$ cat src/rtl/slpcp_pkg.sv
// Package for the serial LED PWM command parser: sizes, codes and command text.
`timescale 1ns / 1ps

package slpcp_pkg;

   // Command store size and the width of its length counter.
   localparam int STORE_DEPTH = 32;
   localparam int LEN_W       = $clog2(STORE_DEPTH);

   typedef logic [LEN_W-1:0] len_type;

   // Special characters.
   localparam logic [7:0] CHAR_END   = 8'h21;
   localparam logic [7:0] CHAR_CR    = 8'h0D;
   localparam logic [7:0] CHAR_LF    = 8'h0A;
   localparam logic [7:0] CHAR_ZERO  = 8'h30;
   localparam logic [7:0] CHAR_NINE  = 8'h39;

   // Duty limits.
   localparam logic [6:0] DUTY_MAX   = 7'd100;
   localparam logic [6:0] DUTY_RESET = 7'd50;

   // Reply codes.
   typedef enum logic [2:0] {
      KIND_ON      = 3'd0,
      KIND_OFF     = 3'd1,
      KIND_DUTY    = 3'd2,
      KIND_STATUS  = 3'd3,
      KIND_UNKNOWN = 3'd4
   } reply_kind_type;

   // Sequencer states.
   typedef enum logic [1:0] {
      ST_IDLE,
      ST_WALK,
      ST_DONE
   } state_type;

   // Character k of "ON".
   function automatic logic [7:0] on_char(input logic k);
      logic [7:0] c;
      c = k ? 8'h4E : 8'h4F;
      return c;
   endfunction

   // Character k of "OFF".
   function automatic logic [7:0] off_char(input logic [1:0] k);
      logic [7:0] c;
      c = (k == 2'd0) ? 8'h4F : 8'h46;
      return c;
   endfunction

   // Character k of "PWM:".
   function automatic logic [7:0] pwm_char(input logic [1:0] k);
      logic [7:0] c;
      case (k)
         2'd0:    c = 8'h50;
         2'd1:    c = 8'h57;
         2'd2:    c = 8'h4D;
         default: c = 8'h3A;
      endcase
      return c;
   endfunction

   // Character k of "Status".
   function automatic logic [7:0] status_char(input logic [2:0] k);
      logic [7:0] c;
      case (k)
         3'd0:    c = 8'h53;
         3'd1:    c = 8'h74;
         3'd2:    c = 8'h61;
         3'd3:    c = 8'h74;
         3'd4:    c = 8'h75;
         default: c = 8'h73;
      endcase
      return c;
   endfunction

endpackage

$ cat src/rtl/serial_led_pwm_command_parser_top.sv
// Top level of the serial LED PWM command parser.
`timescale 1ns / 1ps

// Takes received characters one item at a time. An ordinary character, CR or LF
// is taken in the idle state. A '!' starts a walk over the stored command: the
// sequencer reads the command memory one character per cycle through its single
// read port and checks each character with one shared compare and times-ten unit.
// After the '!' the block is busy while it walks the command (at most 31 stored
// characters) and while it decides the reply. It stays busy longer while an
// earlier reply still waits in the output register, because the new reply is
// loaded only once that register is free. The next item is accepted as soon as
// the reply is loaded, even while that reply still waits to be taken.
module serial_led_pwm_command_parser_top (
   input  logic       clock,
   input  logic       reset,
   input  logic       req_valid,
   output logic       req_ready,
   input  logic [7:0] req_rx_byte,
   output logic       rsp_valid,
   input  logic       rsp_ready,
   output logic [2:0] rsp_reply_kind,
   output logic       rsp_led_on,
   output logic [6:0] rsp_duty_percent,
   output logic [9:0] rsp_compare_value,
   output logic       rsp_compare_written
);

   // Command memory and its read data.
   logic [7:0] cmd_store_ff [slpcp_pkg::STORE_DEPTH];
   logic [7:0] rd_data_ff;

   // Sequencer and walk state.
   slpcp_pkg::state_type state_ff, state_in;
   slpcp_pkg::len_type   len_ff, len_in;
   slpcp_pkg::len_type   rd_idx_ff, rd_idx_in;
   slpcp_pkg::len_type   chk_idx_ff, chk_idx_in;
   logic                 chk_valid_ff, chk_valid_in;
   logic                 on_ok_ff, on_ok_in;
   logic                 off_ok_ff, off_ok_in;
   logic                 pwm_ok_ff, pwm_ok_in;
   logic                 status_ok_ff, status_ok_in;
   logic                 digit_run_ff, digit_run_in;
   logic [6:0]           acc_ff, acc_in;

   // Persistent output state.
   logic       enabled_ff, enabled_in;
   logic [6:0] duty_ff, duty_in;
   logic [9:0] compare_ff, compare_in;

   // Output register.
   logic                      rsp_valid_ff, rsp_valid_in;
   slpcp_pkg::reply_kind_type rsp_kind_ff, rsp_kind_in;
   logic                      rsp_led_ff, rsp_led_in;
   logic [6:0]                rsp_duty_ff, rsp_duty_in;
   logic [9:0]                rsp_cmp_ff, rsp_cmp_in;
   logic                      rsp_wr_ff, rsp_wr_in;

   // Shared times-ten unit and helpers.
   logic [6:0] mul_in;
   logic [9:0] mul_out;
   logic [9:0] digit_sum;
   logic       is_digit;
   logic       store_wr;
   logic       req_take;
   logic       on_hit, off_hit, pwm_hit, status_hit;

   assign req_ready = (state_ff == slpcp_pkg::ST_IDLE);
   assign req_take  = req_valid && req_ready;

   assign rsp_valid           = rsp_valid_ff;
   assign rsp_reply_kind      = rsp_kind_ff;
   assign rsp_led_on          = rsp_led_ff;
   assign rsp_duty_percent    = rsp_duty_ff;
   assign rsp_compare_value   = rsp_cmp_ff;
   assign rsp_compare_written = rsp_wr_ff;

   // A store write happens for an ordinary character while there is room.
   assign store_wr = req_take && (req_rx_byte != slpcp_pkg::CHAR_END) &&
                     (req_rx_byte != slpcp_pkg::CHAR_CR) &&
                     (req_rx_byte != slpcp_pkg::CHAR_LF) &&
                     (len_ff < slpcp_pkg::LEN_W'(slpcp_pkg::STORE_DEPTH - 1));

   // Command memory: one write port, one registered read port.
   always_ff @(posedge clock) begin
      if (store_wr) begin
         cmd_store_ff[len_ff] <= req_rx_byte;
      end
      rd_data_ff <= cmd_store_ff[rd_idx_ff];
   end

   // Final decisions from the match flags and the stored length.
   assign on_hit     = on_ok_ff && (len_ff == slpcp_pkg::LEN_W'(2));
   assign off_hit    = off_ok_ff && (len_ff == slpcp_pkg::LEN_W'(3));
   assign pwm_hit    = pwm_ok_ff && (len_ff >= slpcp_pkg::LEN_W'(4));
   assign status_hit = status_ok_ff && (len_ff == slpcp_pkg::LEN_W'(6));

   // Shared times-ten unit: digit accumulation during the walk, compare at the end.
   always_comb begin
      if (state_ff == slpcp_pkg::ST_DONE && on_hit) begin
         mul_in = duty_ff;
      end else begin
         mul_in = acc_ff;
      end
   end
   assign mul_out = ({3'b000, mul_in} << 3) + ({3'b000, mul_in} << 1);

   assign is_digit  = (rd_data_ff >= slpcp_pkg::CHAR_ZERO) &&
                      (rd_data_ff <= slpcp_pkg::CHAR_NINE);
   assign digit_sum = mul_out + {6'd0, rd_data_ff[3:0]};

   // Sequencer: next state and datapath control.
   always_comb begin
      state_in     = state_ff;
      len_in       = len_ff;
      rd_idx_in    = rd_idx_ff;
      chk_idx_in   = chk_idx_ff;
      chk_valid_in = 1'b0;
      on_ok_in     = on_ok_ff;
      off_ok_in    = off_ok_ff;
      pwm_ok_in    = pwm_ok_ff;
      status_ok_in = status_ok_ff;
      digit_run_in = digit_run_ff;
      acc_in       = acc_ff;
      enabled_in   = enabled_ff;
      duty_in      = duty_ff;
      compare_in   = compare_ff;
      rsp_valid_in = rsp_valid_ff && !rsp_ready;
      rsp_kind_in  = rsp_kind_ff;
      rsp_led_in   = rsp_led_ff;
      rsp_duty_in  = rsp_duty_ff;
      rsp_cmp_in   = rsp_cmp_ff;
      rsp_wr_in    = rsp_wr_ff;

      unique case (state_ff)
         slpcp_pkg::ST_IDLE: begin
            if (req_take) begin
               if (req_rx_byte == slpcp_pkg::CHAR_END) begin
                  state_in     = slpcp_pkg::ST_WALK;
                  rd_idx_in    = '0;
                  on_ok_in     = 1'b1;
                  off_ok_in    = 1'b1;
                  pwm_ok_in    = 1'b1;
                  status_ok_in = 1'b1;
                  digit_run_in = 1'b1;
                  acc_in       = '0;
               end else if (req_rx_byte != slpcp_pkg::CHAR_CR &&
                            req_rx_byte != slpcp_pkg::CHAR_LF) begin
                  // A full store drops the character and restarts the command.
                  if (store_wr) begin
                     len_in = len_ff + slpcp_pkg::len_type'(1);
                  end else begin
                     len_in = '0;
                  end
               end
            end
         end

         slpcp_pkg::ST_WALK: begin
            // Issue one read per cycle until the whole command is read.
            if (rd_idx_ff < len_ff) begin
               chk_valid_in = 1'b1;
               chk_idx_in   = rd_idx_ff;
               rd_idx_in    = rd_idx_ff + slpcp_pkg::len_type'(1);
            end else if (!chk_valid_ff) begin
               state_in = slpcp_pkg::ST_DONE;
            end

            // Check the character read in the previous cycle.
            if (chk_valid_ff) begin
               if (chk_idx_ff < slpcp_pkg::LEN_W'(2) &&
                   rd_data_ff != slpcp_pkg::on_char(chk_idx_ff[0])) begin
                  on_ok_in = 1'b0;
               end
               if (chk_idx_ff < slpcp_pkg::LEN_W'(3) &&
                   rd_data_ff != slpcp_pkg::off_char(chk_idx_ff[1:0])) begin
                  off_ok_in = 1'b0;
               end
               if (chk_idx_ff < slpcp_pkg::LEN_W'(6) &&
                   rd_data_ff != slpcp_pkg::status_char(chk_idx_ff[2:0])) begin
                  status_ok_in = 1'b0;
               end
               if (chk_idx_ff < slpcp_pkg::LEN_W'(4)) begin
                  if (rd_data_ff != slpcp_pkg::pwm_char(chk_idx_ff[1:0])) begin
                     pwm_ok_in = 1'b0;
                  end
               end else if (digit_run_ff) begin
                  // Decimal digits after the prefix, saturating after each one.
                  if (is_digit) begin
                     if (digit_sum > {3'b000, slpcp_pkg::DUTY_MAX}) begin
                        acc_in = slpcp_pkg::DUTY_MAX;
                     end else begin
                        acc_in = digit_sum[6:0];
                     end
                  end else begin
                     digit_run_in = 1'b0;
                  end
               end
            end
         end

         slpcp_pkg::ST_DONE: begin
            // Wait until the output register is free, then act and reply.
            if (!rsp_valid_ff || rsp_ready) begin
               state_in     = slpcp_pkg::ST_IDLE;
               len_in       = '0;
               rsp_valid_in = 1'b1;
               rsp_wr_in    = 1'b0;
               if (on_hit) begin
                  enabled_in  = 1'b1;
                  compare_in  = mul_out;
                  rsp_wr_in   = 1'b1;
                  rsp_kind_in = slpcp_pkg::KIND_ON;
               end else if (off_hit) begin
                  enabled_in  = 1'b0;
                  compare_in  = '0;
                  rsp_wr_in   = 1'b1;
                  rsp_kind_in = slpcp_pkg::KIND_OFF;
               end else if (pwm_hit) begin
                  duty_in = acc_ff;
                  if (enabled_ff) begin
                     compare_in = mul_out;
                     rsp_wr_in  = 1'b1;
                  end
                  rsp_kind_in = slpcp_pkg::KIND_DUTY;
               end else if (status_hit) begin
                  rsp_kind_in = slpcp_pkg::KIND_STATUS;
               end else begin
                  rsp_kind_in = slpcp_pkg::KIND_UNKNOWN;
               end
               rsp_led_in  = enabled_in;
               rsp_duty_in = duty_in;
               rsp_cmp_in  = compare_in;
            end
         end

         default: begin
            state_in = slpcp_pkg::ST_IDLE;
         end
      endcase
   end

   // Control and state registers.
   always_ff @(posedge clock) begin
      if (reset) begin
         state_ff     <= slpcp_pkg::ST_IDLE;
         len_ff       <= '0;
         chk_valid_ff <= 1'b0;
         enabled_ff   <= 1'b0;
         duty_ff      <= slpcp_pkg::DUTY_RESET;
         compare_ff   <= '0;
         rsp_valid_ff <= 1'b0;
      end else begin
         state_ff     <= state_in;
         len_ff       <= len_in;
         chk_valid_ff <= chk_valid_in;
         enabled_ff   <= enabled_in;
         duty_ff      <= duty_in;
         compare_ff   <= compare_in;
         rsp_valid_ff <= rsp_valid_in;
      end
   end

   // Walk datapath and reply payload registers.
   always_ff @(posedge clock) begin
      rd_idx_ff    <= rd_idx_in;
      chk_idx_ff   <= chk_idx_in;
      on_ok_ff     <= on_ok_in;
      off_ok_ff    <= off_ok_in;
      pwm_ok_ff    <= pwm_ok_in;
      status_ok_ff <= status_ok_in;
      digit_run_ff <= digit_run_in;
      acc_ff       <= acc_in;
      rsp_kind_ff  <= rsp_kind_in;
      rsp_led_ff   <= rsp_led_in;
      rsp_duty_ff  <= rsp_duty_in;
      rsp_cmp_ff   <= rsp_cmp_in;
      rsp_wr_ff    <= rsp_wr_in;
   end

endmodule

$ cat config.mk
export PLATFORM = sky130hd
export DESIGN_NAME = serial_led_pwm_command_parser_top
export DESIGN_NICKNAME = d
export VERILOG_FILES = /design/src/rtl/slpcp_pkg.sv /design/src/rtl/serial_led_pwm_command_parser_top.sv
export SDC_FILE = /design/constraint.sdc
export NUM_CORES = 1
export LEC_CHECK = 0
export BUFFER_PORTS_ARGS = -buffer_cell sky130_fd_sc_hd__buf_2
export CELL_PAD_IN_SITES_DETAIL_PLACEMENT = 1
export CELL_PAD_IN_SITES_GLOBAL_PLACEMENT = 2
export CORE_AREA = 2 2 177 179
export CTS_CLUSTER_SIZE = 10
export DETAILED_ROUTE_END_ITERATION = 16
export DIE_AREA = 0 0 179 181
export GPL_ROUTABILITY_DRIVEN = 0
export PLACE_DENSITY = 0.87
export SETUP_SLACK_MARGIN = 0.15
export SYNTH_ARGS = -nofsm -noshare
export SYNTH_HDL_FRONTEND = slang
export SYNTH_SLANG_ARGS = --single-unit
$ cat constraint.sdc
create_clock -name clock -period 4.7 [get_ports clock]
set_input_delay 0.94 -clock clock [delete_from_list [all_inputs] [get_ports clock]]
set_output_delay 0.94 -clock clock [all_outputs]
set_load 0.005 [all_outputs]
==> flow_metrics.env, run 1 <==
export IMPL_status="completed"
export IMPL_rsz0062_at_grt="no"
export IMPL_final_common_cell="edfxtp_1"
export IMPL_synth_edf_count=300
export IMPL_nNetsFinal=947
export IMPL_syn_area_mm2=0.0142
export IMPL_ios=36
export IMPL_root_buffer="clkbuf_16"
export IMPL_crit_family="adder cells"
export IMPL_cp_cell_sequence="inv_1, ha_2, nand4b_4, nor2_8, mux2_2, ha_1, fa_1, a21o_1, maj3_1, mux2i_1, xnor2_2, nand4_1, or3_4, a211oi_1"
export IMPL_multiInputGateArea_mm2=0.00425
export IMPL_drt_vias_per_instance=5.90
export IMPL_fin_skew_ns=0.0141
export IMPL_pwr_share_comb_pct=2.1
export IMPL_power_leakage_nw=5.31
export IMPL_grt_max_degree=66
export IMPL_reg2reg_depth=14
export IMPL_crit_type="flip-flop to flip-flop"
export IMPL_die_area_mm2=0.0324
export IMPL_rrSetupSlack_ns=0.43
export IMPL_p_seq_share_pct=53.7
export IMPL_h_tree_depth=2
export IMPL_hold_buffers=0
export IMPL_clock_sinks=335
export IMPL_synth_main_ff_cell="edfxtp_1"
export IMPL_internal_power_mw=4.85
export IMPL_maxCapViolCount=0
export IMPL_instances_no_fill=1321
export IMPL_netlist_instances=839
export IMPL_fmax_ghz=0.234
export IMPL_setup_violations=0
export IMPL_grt_pass1_wl_mm=52.3
export IMPL_async_reset_ff_share_pct=0
export IMPL_grt_antenna_before_repair=0
export IMPL_power_density_mw_per_mm2=377
export IMPL_postRouteAntennaNets=0
export IMPL_fp_dieW_um=179
export IMPL_synth_warnings=0
export IMPL_cp_required_ns=5.04
export IMPL_fill_cells=2810
export IMPL_slowest_stage="fa_1"
export IMPL_slew_violations=0
export IMPL_ir_drop_uv=361
export IMPL_core_area_mm2=0.0303
export IMPL_critPathLaunchType="flip-flop"
export IMPL_synth_cell_type_count=70
export IMPL_arrival_ns=4.61
export IMPL_grtUsageTotal_pct=21.9
export IMPL_wire_per_inst_um=25.9
export IMPL_clkPwrFrac_pct=44.2
export IMPL_reg2reg_to="acc_ff[3]"
export IMPL_seqCellArea_mm2=0.00971
export IMPL_drive_above_1_share_pct=24.9
export IMPL_antenna_cells=0
export IMPL_die_h_um=181
export IMPL_firstDrtPassIters=5
export IMPL_reg2reg_from="len_ff[0]"
export IMPL_clock_path_buffers=3
export IMPL_p_switching_mw=1.22
export IMPL_wirelength_mm=34.2
export IMPL_seq_area_frac_synth_pct=68.4
export IMPL_post_route_period_util_pct=90.8
export IMPL_synthToLayoutAreaGrowth_pct=13.4
export IMPL_final_cell_mix="edfxtp_1 (300), mux4_2 (80), nor2_1 (67), nand2_1 (46), clkbuf_16 (40)"
export IMPL_setup_tns_final_ns=0
export IMPL_hold_viol=0
export IMPL_grt_overflow_total=0
export IMPL_hp_start="compare_ff[9]"
export IMPL_min_delay_worst_endpoint="compare_ff[9]"
export IMPL_clk_latency_ns=0.53
export IMPL_syn_nets=873
export IMPL_clk_pin_slew_ns=0.05
export IMPL_drcViolationCount=0
export IMPL_initial_utilization_pct=46.8
export IMPL_first_iter_violations=747
export IMPL_swShare_pct=20.1
export IMPL_hold_depth=2
export IMPL_min_period_ns=4.27
export IMPL_slew_headroom_pct=39.4
export IMPL_synth_area_per_cell_um2=16.9
export IMPL_ys_seq_elements=335
export IMPL_cpPeakStageDelay_ns=0.44
export IMPL_cp_end_kind="flip-flop"
export IMPL_cts_tree="yes"
export IMPL_row_count=64
export IMPL_grt_pass1_vias=8283
export IMPL_cts_buffers_inserted=40
export IMPL_port_buffers=35
export IMPL_vias=7788
export IMPL_dp_cells=1265
export IMPL_min_delay_path_class="flip-flop to flip-flop"
export IMPL_worst_slew_pin_slew_ns=0.903
export IMPL_post_dp_hpwl_mm=23.2
export IMPL_crit_fanout=7
export IMPL_path_buf_inv=1
-- stage by stage --
| step | setup slack (ns) | total power, mW | area [um^2] | utilization (%) | hold WS [ns] |
|---|---|---|---|---|---|
| after global placement | 0.532 | 3.44 | 15000 | 49.3 | 0.444 |
| final | 0.432 | 6.07 | 16100 | 53.0 | 0.461 |
| after floorplan | 0.786 | 3.36 | 14200 | - | 0.432 |
| after detailed placement | 0.339 | 3.44 | 15000 | 49.3 | 0.456 |
| after global routing | 0.219 | 6.25 | 16100 | 53.0 | 0.489 |
| after CTS | 0.292 | 6.12 | 16100 | 52.9 | 0.465 |
-- layout make-up --
type                    count  area share (%)
repair buffers             68            2.78
inverters                  22           0.513
well taps                 396            3.08
multi-input cells         446            26.4
clock buffers              49            6.49
flip-flops and latches    335            60.3
clock inverters             5           0.404
-- state kept, by name, indices dropped and copies added (netlist names), 3 cells and up --
register / cells
chk_idx_ff: 5
cmd_store_ff: 256
rsp_reply_kind: 3
acc_ff: 7
rd_data_ff: 8
len_ff: 5
duty_ff: 7
compare_ff: 10
rsp_duty_percent: 7
rsp_compare_value: 10
rd_idx_ff: 5
-- power groups by stage --
stage	sequential, mW	clock, mW	combinational, mW
floorplan	3.32	0	0.0446
global placement	3.32	0	0.118
detailed placement	3.32	0	0.124
CTS	3.26	2.73	0.124
global route	3.26	2.86	0.135
finish	3.26	2.68	0.125
-- layer usage --
metal	GRT usage [%]	up-vias	wire (um)	share of wire, %
li1	-	3458	-	-
met1	30.3	4042	14700	43
met4	6.89	0	979	2.9
met5	0	-	0	0
met3	4.50	61	2030	5.9
met2	35.0	227	16600	48
-- synth_stat cells (all sizes together), types with 5 or more instances --
| cell type | n | area (um^2) |
|---|---|---|
| nand2 | 46 | 173 |
| nand3 | 22 | 110 |
| mux2 | 19 | 214 |
| clkbuf | 19 | 71.3 |
| nor2b | 5 | 31.3 |
| nor2 | 68 | 272 |
| a21oi | 24 | 120 |
| a211oi | 11 | 82.6 |
| o21ai | 19 | 103 |
| ha | 20 | 250 |
| mux4 | 80 | 1800 |
| edfxtp | 300 | 9010 |
| xor2 | 7 | 61.3 |
| nand2b | 7 | 43.8 |
| a21o | 10 | 75.1 |
| and2 | 6 | 37.5 |
| dfxtp | 35 | 701 |
| buf | 17 | 93.8 |
| xnor2 | 16 | 148 |
| inv | 22 | 82.6 |
| and3 | 9 | 56.3 |
| nor3 | 12 | 71.3 |
-- cell families (layout without fill, tap and decap cells) --
logic type	Yosys count	count (layout)	synth area share, %
adders and majority gates	24	24	2.19
xor gates and xnor gates	23	23	1.47
and+or+nand+nor	195	195	6.74
DFF	335	335	68.4
muxes	101	101	14.3
buffers and inverters	58	144	1.75
AOI/OAI and AO/OA	103	103	5.10
-- how the worst max path moves through the flow --
stage / startpoint / endpoint / depth (start not counted)
4_1_cts: len_ff[0] / acc_ff[2] / 13
3_5_place_dp: len_ff[0] / acc_ff[2] / 13
6_report: len_ff[0] / acc_ff[3] / 14
3_3_place_gp: len_ff[0] / acc_ff[1] / 14
5_1_grt: len_ff[0] / acc_ff[1] / 14
2_1_floorplan: len_ff[4] / acc_ff[0] / 14
-- tightest hold or removal path: cells and delay by family (launching register included) --
kind            cells  cell delay (ns)
compound gates      1             0.05
flops               1             0.31
simple gates        1             0.06
-- repair_timing --
action / CTS / global route
endpoints found under the setup margin: 0 / 5
resized for setup: 0 / 3
setup buffers: 0 / 2
No activity file was read; power rests on OpenSTA's default activity.
==> run 2, diff against run 1 <==
CORE_AREA = 5 5 153 214   (was 2 2 177 179)
DIE_AREA = 0 0 158 219   (was 0 0 179 181)
==> flow_metrics.env, run 2 (synthesis results as in run 1) <==
export IMPL_crit_family="adder cells"
export IMPL_clock_sinks=335
export IMPL_die_h_um=219
export IMPL_setup_tns_final_ns=0
export IMPL_rsz0062_at_grt="no"
export IMPL_wl_met1_mm=12.6
export IMPL_grt_max_degree=69
export IMPL_dr_wl_met3_mm=1.58
export IMPL_reg2reg_from="len_ff[0]"
export IMPL_grt_pass1_wl_mm=52.1
export IMPL_power_mw=6.06
export IMPL_cpPeakStageDelay_ns=0.43
export IMPL_synthToLayoutAreaGrowth_pct=13.1
export IMPL_h_tree_depth=2
export IMPL_fin_hold_ws_ns=0.459
export IMPL_reg2reg_to="acc_ff[1]"
export IMPL_worst_slew_pin_slew_ns=0.923
export IMPL_root_buffer="clkbuf_16"
export IMPL_clk_latency_ns=0.53
export IMPL_slew_headroom_pct=38.2
export IMPL_cp_cell_sequence="inv_1, ha_2, nand4b_4, nor2_8, mux2_2, ha_1, fa_1, a21o_1, maj3_1, mux2i_1, xnor2_2, nand4_1, or3_4, a211oi_1"
export IMPL_hold_buffers=0
export IMPL_power_leakage_nw=5.29
export IMPL_hold_depth=2
export IMPL_setup_violations=0
export IMPL_critPathLaunchType="flip-flop"
export IMPL_dp_cells=1258
export IMPL_clk_pin_slew_ns=0.07
export IMPL_status="completed"
export IMPL_reg2reg_depth=14
export IMPL_die_area_mm2=0.0346
export IMPL_clock_path_buffers=3
export IMPL_grtUsageTotal_pct=20.3
export IMPL_first_iter_violations=402
export IMPL_min_period_ns=4.24
export IMPL_post_route_period_util_pct=90.3
export IMPL_hold_viol=0
export IMPL_cp_required_ns=5.05
export IMPL_slowest_stage="mux2_2"
export IMPL_cts_tree="yes"
export IMPL_crit_type="flip-flop to flip-flop"
export IMPL_top_layer="met4"
export IMPL_drt_vias_per_instance=5.87
export IMPL_grt_overflow_total=0
export IMPL_crit_fanout=8
export IMPL_drive_above_1_share_pct=23.9
export IMPL_power_density_mw_per_mm2=377
export IMPL_path_buf_inv=1
export IMPL_row_count=76
export IMPL_fmax_ghz=0.236
export IMPL_pre_cts_ws_ns=0.303
export IMPL_firstDrtPassIters=4
export IMPL_min_delay_worst_endpoint="compare_ff[7]"
export IMPL_post_dp_hpwl_mm=23.1
export IMPL_maxCapViolCount=0
export IMPL_drcViolationCount=0
export IMPL_core_area_mm2=0.0305
export IMPL_final_cell_mix="edfxtp_1 (300), mux4_2 (80), nor2_1 (67), nand2_1 (46), clkbuf_16 (40)"
export IMPL_ir_drop_uv=419
export IMPL_arrival_ns=4.60
export IMPL_rrSetupSlack_ns=0.46
export IMPL_fill_cells=2807
export IMPL_fin_skew_ns=0.0142
export IMPL_largest_register_ffs=256
export IMPL_wl_met2_mm=18.5
export IMPL_min_delay_path_class="flip-flop to flip-flop"
export IMPL_vias=7770
export IMPL_layout_setup_ws_ns=0.457
export IMPL_cts_buffers_inserted=39
export IMPL_wirelength_mm=33.9
export IMPL_ios=36
export IMPL_grt_antenna_before_repair=0
export IMPL_wire_per_inst_um=25.6
export IMPL_initial_utilization_pct=46.5
export IMPL_slew_violations=0
export IMPL_instances_no_fill=1324
export IMPL_final_common_cell="edfxtp_1"
export IMPL_port_buffers=35
export IMPL_grt_pass1_vias=8467
export IMPL_hp_start="compare_ff[7]"
export IMPL_antenna_cells=0
export IMPL_regMostFlops="cmd_store_ff"
export IMPL_fp_dieW_um=158
export IMPL_cp_end_kind="flip-flop"
export IMPL_nNetsFinal=943
export IMPL_postRouteAntennaNets=0
## run 2: changes by cell type in the layout (fill, tap and decap cells not counted), sizes merged
cell	change
buf	-3
clkinv	-2
clkbuf	+14
## run 2: power breakdown
part / total, mW / leakage (nW) / internal [mW] / switching [mW]
Combinational: 0.113 / 1.75 / 0.0293 / 0.0838
Sequential: 3.26 / 3.00 / 3.25 / 0.00755
Clock: 2.68 / 0.533 / 1.58 / 1.11
## run 2: metal layers
layer | up-vias | GRT usage (%)
li1 | 3469 | -
met4 | 0 | 7.99
met5 | - | 0
met3 | 66 | 3.00
met1 | 4007 | 23.9
met2 | 228 | 36.9
## run 2: worst max path at each step
stage / startpoint / to / slack (ns) / cells after the start
2_1_floorplan: len_ff[4] / acc_ff[0] / 0.79 / 14
3_3_place_gp: len_ff[0] / acc_ff[0] / 0.48 / 14
3_5_place_dp: len_ff[0] / acc_ff[3] / 0.30 / 14
4_1_cts: len_ff[0] / acc_ff[1] / 0.29 / 14
5_1_grt: len_ff[0] / acc_ff[0] / 0.23 / 14
6_report: len_ff[0] / acc_ff[1] / 0.46 / 14
## run 2: what timing repair did
| item | CTS | global route |
|---|---|---|
| setup endpoints to repair | 0 | 5 |
| gates resized for setup | 0 | 3 |
| setup buffers | 0 | 0 |
## run 2: tightest hold or removal path, stage by stage (launching register included)
cell and delay [ns]:
dfxtp_1 0.31, nand2_1 0.05, a21oi_1 0.05
## run 2: layout make-up
class                   instances  area [um^2]  share of cell area (%)
multi-input cells             446         4250                    26.5
well taps                     390          488                    3.04
flip-flops and latches        335         9710                    60.5
inverters                      22         82.6                   0.514
clock buffers                  63         1090                    6.77
clock inverters                 3         28.8                   0.179
repair buffers                 65          413                    2.57
## run 2: per-stage QoR
stage	instance area, um^2	utilization, %
after detailed placement	14900	48.9
after CTS	16000	52.6
final	16100	52.6
after global routing	16100	52.6
after floorplan	14200	-
after global placement	14900	48.9
